<file path="src/rtl/core/sbib_pkg.sv">
// Shared types and constants for the sorted byte insertion buffer.
`default_nettype none
package sbib_pkg;

    localparam int unsigned BYTE_W = 8;

    typedef logic [BYTE_W-1:0] byte_t;

    // Control broadcast to every cell of the chain.
    typedef struct packed {
        logic  insert;     // place din into the chain this cycle
        logic  shift_out;  // move every entry one cell toward the head
        byte_t din;        // byte being inserted
    } cell_ctrl_t;

endpackage
`default_nettype wire

</file>
<file path="src/rtl/core/sbib_cell.sv">
// One compare-and-shift cell of the sorted byte chain.
`default_nettype none
module sbib_cell (
    input  wire logic               aclk,
    input  wire logic               aresetn,
    input  wire sbib_pkg::cell_ctrl_t ctrl,
    input  wire sbib_pkg::byte_t    left_value,
    input  wire logic               left_valid,
    input  wire logic               left_ge,
    input  wire sbib_pkg::byte_t    right_value,
    input  wire logic               right_valid,
    output sbib_pkg::byte_t         value_o,
    output logic                    valid_o,
    output logic                    ge_o
);
    import sbib_pkg::*;

    byte_t value_reg, value_next;
    logic  valid_reg, valid_next;

    // An empty cell counts as greater than any byte.
    assign ge_o    = !valid_reg || (value_reg >= ctrl.din);
    assign value_o = value_reg;
    assign valid_o = valid_reg;

    always_comb begin
        value_next = value_reg;
        valid_next = valid_reg;
        if (ctrl.shift_out) begin
            value_next = right_value;
            valid_next = right_valid;
        end else if (ctrl.insert && ge_o) begin
            // take the new byte at the boundary, else take the left neighbor
            value_next = left_ge ? left_value : ctrl.din;
            valid_next = valid_reg || left_valid;
        end
    end

    always_ff @(posedge aclk) begin
        value_reg <= value_next;
    end

    always_ff @(posedge aclk) begin
        if (!aresetn) begin
            valid_reg <= 1'b0;
        end else begin
            valid_reg <= valid_next;
        end
    end

endmodule
`default_nettype wire

</file>
<file path="src/rtl/core/sorted_byte_insertion_buffer.sv">
// A byte with tlast set gives its first sorted result (m_tvalid) in the cycle after it is taken.
// Throughput: one byte per cycle while filling; the drain then sends one byte per cycle
// while m_tready is high, as many transfers as stored bytes; no input is taken until it ends.
// Both rates follow from the registered compare-and-shift step of the cell chain.
// Reset: synchronous, active low; empties the chain and clears the overflow flag.
`default_nettype none
module sorted_byte_insertion_buffer #(
    parameter int unsigned CAPACITY = 64   // number of cells, 2 to 64
) (
    input  wire logic       aclk,
    input  wire logic       aresetn,
    // input stream
    input  wire logic       s_tvalid,
    output logic            s_tready,
    input  wire logic [7:0] s_tdata,   // [7:0] byte_value
    input  wire logic       s_tlast,   // end_of_set
    // sorted result stream
    output logic            m_tvalid,
    input  wire logic       m_tready,
    output logic [7:0]      m_tdata,   // [7:0] sorted_byte
    output logic            m_tlast,   // last_of_run
    output logic            m_tuser    // [0] overflowed
);
    import sbib_pkg::*;

    // Padded neighbor arrays: entry 0 is the head pad, entry i+1 is cell i,
    // entry CAPACITY+1 is the tail pad.
    byte_t value_ext [0:CAPACITY+1];
    logic  valid_ext [0:CAPACITY+1];
    logic  ge_ext    [0:CAPACITY-1];

    cell_ctrl_t ctrl;

    logic draining_reg, draining_next;
    logic overflow_reg, overflow_next;

    logic s_xfer, m_xfer, m_last_xfer, full;

    // The head pad reads as a valid byte and cell 0 has its left_ge tied low, so cell 0
    // takes the new byte whenever it has to move.
    assign value_ext[0]          = '0;
    assign valid_ext[0]          = 1'b1;
    assign value_ext[CAPACITY+1] = '0;
    assign valid_ext[CAPACITY+1] = 1'b0;

    for (genvar i = 0; i < CAPACITY; i++) begin : g_cell
        if (i == 0) begin : g_head
            sbib_cell u_cell (
                .aclk        (aclk),
                .aresetn     (aresetn),
                .ctrl        (ctrl),
                .left_value  (value_ext[0]),
                .left_valid  (valid_ext[0]),
                .left_ge     (1'b0),
                .right_value (value_ext[2]),
                .right_valid (valid_ext[2]),
                .value_o     (value_ext[1]),
                .valid_o     (valid_ext[1]),
                .ge_o        (ge_ext[0])
            );
        end else begin : g_body
            sbib_cell u_cell (
                .aclk        (aclk),
                .aresetn     (aresetn),
                .ctrl        (ctrl),
                .left_value  (value_ext[i]),
                .left_valid  (valid_ext[i]),
                .left_ge     (ge_ext[i-1]),
                .right_value (value_ext[i+2]),
                .right_valid (valid_ext[i+2]),
                .value_o     (value_ext[i+1]),
                .valid_o     (valid_ext[i+1]),
                .ge_o        (ge_ext[i])
            );
        end
    end

    // The chain is full once its tail cell holds a byte.
    assign full = valid_ext[CAPACITY];

    // Hold off input for the whole drain.
    assign s_tready    = !draining_reg;
    assign s_xfer      = s_tvalid && s_tready;

    // Cell 0 is the output stage; the drain presents it directly.
    assign m_tvalid    = draining_reg && valid_ext[1];
    assign m_tdata     = value_ext[1];
    assign m_tlast     = !valid_ext[2];
    assign m_tuser     = overflow_reg;
    assign m_xfer      = m_tvalid && m_tready;
    assign m_last_xfer = m_xfer && m_tlast;

    // Drop the byte when full; advance the chain on every output transfer.
    always_comb begin
        ctrl.insert    = s_xfer && !full;
        ctrl.shift_out = m_xfer;
        ctrl.din       = s_tdata;
    end

    always_comb begin
        draining_next = draining_reg;
        if (s_xfer && s_tlast) begin
            draining_next = 1'b1;
        end else if (m_last_xfer) begin
            draining_next = 1'b0;
        end
    end

    always_comb begin
        overflow_next = overflow_reg;
        if (s_xfer && full) begin
            overflow_next = 1'b1;
        end else if (m_last_xfer) begin
            overflow_next = 1'b0;
        end
    end

    always_ff @(posedge aclk) begin
        if (!aresetn) begin
            draining_reg <= 1'b0;
            overflow_reg <= 1'b0;
        end else begin
            draining_reg <= draining_next;
            overflow_reg <= overflow_next;
        end
    end

endmodule
`default_nettype wire

</file>
<file path="config.mk">
export PLATFORM = sky130hd
export DESIGN_NAME = sorted_byte_insertion_buffer
export DESIGN_NICKNAME = d
export VERILOG_FILES = /design/src/rtl/core/sbib_pkg.sv /design/src/rtl/core/sbib_cell.sv /design/src/rtl/core/sorted_byte_insertion_buffer.sv
export SDC_FILE = /design/constraint.sdc
export NUM_CORES = 2
export LEC_CHECK = 0
export BUFFER_PORTS_ARGS = -buffer_cell sky130_fd_sc_hd__buf_2
export CORE_MARGIN = 2
export CORE_UTILIZATION = 45
export CTS_BUF_LIST = sky130_fd_sc_hd__clkbuf_8
export DETAILED_ROUTE_END_ITERATION = 7
export PLACE_DENSITY = 0.58
export SLEW_MARGIN = 30
export SYNTH_ARGS = -nofsm -noshare
export SYNTH_HDL_FRONTEND = slang
export SYNTH_HIERARCHICAL = 1
export SYNTH_SLANG_ARGS = --single-unit
</file>
<file path="constraint.sdc">
create_clock -name aclk -period 13.05 [get_ports aclk]
set_input_delay 2.61 -clock aclk [delete_from_list [all_inputs] [get_ports aclk]]
set_output_delay 2.61 -clock aclk [all_outputs]
set_load 0.05 [all_outputs]
</file>
### Word-level counts from Yosys, hierarchy flattened

Index checks and enable logic that the tools add are counted.

* order comparisons: 64
* mux-type cells: 318
* bitwise logic cells: 1
* reduce and logical (&&, ||, !) cells: 329

Operators by type and width (number)
* $mux 8: 189
* $ge 8x8->1: 64
* $reduce_bool 2->1: 65
* $mux 1: 129
* $logic_or 1x1->1: 127
* $logic_and 1x1->1: 71
* $logic_not 1->1: 65
* $reduce_or 2->1: 1
* $not 1->1: 1

* flip-flop bits (word level): 578
* bits of input ports: 13
* word-level logic and storage cells: 842

### Logic depth before layout (Yosys ltp)

* depth in word-level cells: 6
* gate-level depth with buffers: 8
* gate-level depth less buffers: 7

### By module

The synthesis kept the hierarchy.

By module, submodules not included
* sbib_cell: times used 64, cells an instance 67, area an instance 659.4 um^2, sequential area each 260.2 um^2
* sorted_byte_insertion_buffer: times used 1, cells an instance 15, area an instance 122.6 um^2, sequential area each 40.0 um^2

### Worst setup path before layout

OpenSTA, ideal clock, no wires.

* path type: input to register
* start point: input port s_tvalid
* end point: register g_cell[0].g_head.u_cell.value_reg[0] (enable)
* data arrival time: 10372 ps
* data required time: 12686 ps
* path slack: 2315 ps
* cell stages on the path: 4
* cells stage by stage: nor3b_1 inv_1 or2_0 o221ai_2

* longest elaborated chain between the ends: 4

Ends and longest elaborated chain
* from (decl): line sorted_byte_insertion_buffer.sv:13 `input wire logic s_tvalid,`
* $logic_and 1x1->1: line sorted_byte_insertion_buffer.sv:83 `assign s_xfer = s_tvalid && s_tready;`
* $logic_and 1x1->1: line sorted_byte_insertion_buffer.sv:95 `ctrl.insert = s_xfer && !full;`
* $logic_and 1x1->1: line sbib_cell.sv:32 `end else if (ctrl.insert && ge_o) begin`
* $reduce_bool 2->1 (no source line)
* to (signal assigned): line sbib_cell.sv:40 `value_reg <= value_next;`
* to (decl): line sbib_cell.sv:18 `byte_t value_reg, value_next;`

Every way passes these cells.
A chain may end at the register's enable or synchronous reset.

==> summary.txt <==
Worst setup path
  – R2r endpoint: g_cell[45].g_body.u_cell/value_o[0]
  – CP Capture Type: flip-flop
  – Reg2reg start: draining_reg
  – CP Class: primary input to flip-flop
  – Data arrival, critical path: between 5000 and 6000 ps
  – R2R Setup Slk: between 9000 and 10000 ps
  – CP max FO: between 60 and 70
  – R2R depth: 5
  – CP startpoint kind: primary input
  – Worst Path Required: 13480 ps

Timing
  – Tmin final: 5530 ps
  – Pins over their slew limit: 0
  – Final Hold Fails: 0
  – # setup viols final: 0
  – RSZ-0062 raised after global routing: no
  – Period utilization: between 40 and 50%
  – Max_slew headroom: between 30% and 40%
  – Max Freq: ~180 MHz
  – Least-Margin Pin Slew: roughly 900 ps
  – Setup Skew: roughly 32 ps
  – Post-route setup TNS: 0 ps

Global routing
  – Vias in the first global route: 31791
  – Grt ovf: 0
  – Largest net degree at the start of global routing: roughly 220
  – Initial antenna violation count: 1
  – Tot GR Track Use: about 22%
  – First-pass GRT wire length: ~180000 µm

Floorplan
  – DIE AREA: just under 0.1 mm²
  – Die height: 311 µm
  – IO Pins: 25
  – Die W: 311 µm
  – Core Area: 0.0933 mm²
  – Initial Utilization: a little under half
  – FP Rows: 112

Layout
  – Area growth from synthesis to layout: 9.00%
  – Most common cell after layout, fill and taps aside: inv_1
  – Max reg flops: 504
  – Most frequent cells in the layout: inv_1, o21ai_0, nand2_1
  – Post-Layout Cell Count: between 5000 and 6000
  – Finished Core Util: 49.4%
  – Fill cell count: 8864
  – Share of layout cells above drive strength 1: 7.12%
  – Final nets: between 4000 and 5000

Clock tree
  – Latest clock arrival within the worst-skew pair: roughly 740 ps
  – CTS tree: yes
  – Max clock buf depth: 3
  – Cts repair resizes: 0
  – Total setup buffers inserted after CTS: 0
  – Clk slew on worst S/H paths: roughly 50 ps
  – H-tree levels: 3
  – Hold bufs inserted after CTS: 0
  – CTS root buf: clkbuf_8
  – # clock sinks: a little under 600
  – CTS buffer count: between 100 and 150

Logic synthesis
  – Synth warn: 6
  – Syn avg cell area: roughly 9.8 µm²
  – Syn Std Cell Area: 0.0423 mm²
  – Mapped Cells: ~4300

Routing
  – Vias post-DR: 31740
  – DRT antenna net count: 0
  – DRC viols: 0
  – Routed length per placed instance: approximately 19 µm
  – Total wire length: between 100000 and 150000 µm
  – Detailed Route Iter0 Violations: around 2200
  – Via-per-instance ratio: 5.51
  – First drt pass iteration count: 5

Placement
  – IO Port Bufs: 24
  – Hpwl dp: around 74000 µm
  – Dpl cells: 5558
  – GPL Wtd Cong: around 0.8

Power and ir drop
  – Worst vdd rail ir drop: 0.0000619 V
  – Clock share of power: between 30% and 40%
  – Sw Ratio: 31.0%
  – Comb pwr share: between 10% and 20%
  – Leakage power total: around 22 nW
  – Total power: ~0.0052 W
  – Internal: ~0.0036 W
  – Power share of the sequential group: between 40% and 50%
  – PwrDens: approximately 110 mW/mm²
  – Switching power: ~0.0016 W

Flow run
  – Max-Cap Viols: 0

Min path
  – Worst hold-check path type: flip-flop to flip-flop
  – Worst Hold End: m_tuser
  – Worst Min Path Start: m_tuser
  – Hold path cells: 2

Outcome
  – Status: complete, no violations
routing by layer:
layer	GRT usage [%]	routed length, µm	share of wire (%)
met5	0	0	0
met4	5.94	2210	2.0
met3	2.65	4180	3.9
met2	35.8	48700	45
met1	31.6	53200	49
power by group through the flow:
stage / clock network, W / logic [W] / registers [W]
final: 0.00171 / 0.000967 / 0.00252
after detailed placement: 0 / 0.000969 / 0.00255
after floorplan: 0 / 0.000706 / 0.00246
after global routing: 0.00184 / 0.00112 / 0.00254
after global placement: 0 / 0.000944 / 0.00255
after CTS: 0.00177 / 0.000976 / 0.00252
critical path, stage by stage:
cell       delay [ps]
buf_6             220
buf_4             700
buf_4             580
inv_1             100
ha_1              300
o2111ai_1         120
o21ai_0           660
buf_4             280
mux2i_1           190
o21ai_0           100
worst max path at each step:
stage	start	to	slack, ps	cells after the start
2_1_floorplan	s_tvalid	g_cell[0].g_head.u_cell/value_o[0]	2310	4
3_3_place_gp	s_tdata[5]	g_cell[24].g_body.u_cell/value_o[0]	6780	10
3_5_place_dp	s_tdata[5]	g_cell[24].g_body.u_cell/value_o[2]	6820	10
4_1_cts	s_tdata[5]	g_cell[24].g_body.u_cell/value_o[2]	7580	10
5_1_grt	s_tdata[5]	g_cell[24].g_body.u_cell/value_o[0]	7300	10
6_report	s_tdata[5]	g_cell[24].g_body.u_cell/value_o[2]	7520	10
final cells by class:
type                    instances  area (µm²)  share of cell area, %
repair buffers                113         891                   1.93
flip-flops and latches        578       16700                   36.2
well taps                    1254        1570                   3.40
diodes                          1        2.50                0.00543
clock inverters                83         395                  0.857
inverters                     642        2410                   5.22
clock buffers                 122        1680                   3.64
multi-input cells            2971       22500                   48.7
through the flow:
| stage | hold WS [ps] | instance area, µm² | worst slack, ps |
|---|---|---|---|
| 2_1_floorplan | 494 | 42400 | 2310 |
| 3_3_place_gp | 436 | 44000 | 6780 |
| 3_5_place_dp | 451 | 44000 | 6820 |
| 4_1_cts | 461 | 46100 | 7580 |
| 5_1_grt | 475 | 46100 | 7300 |
| 6_report | 455 | 46100 | 7520 |
Power figures use the tool's default switching activity.
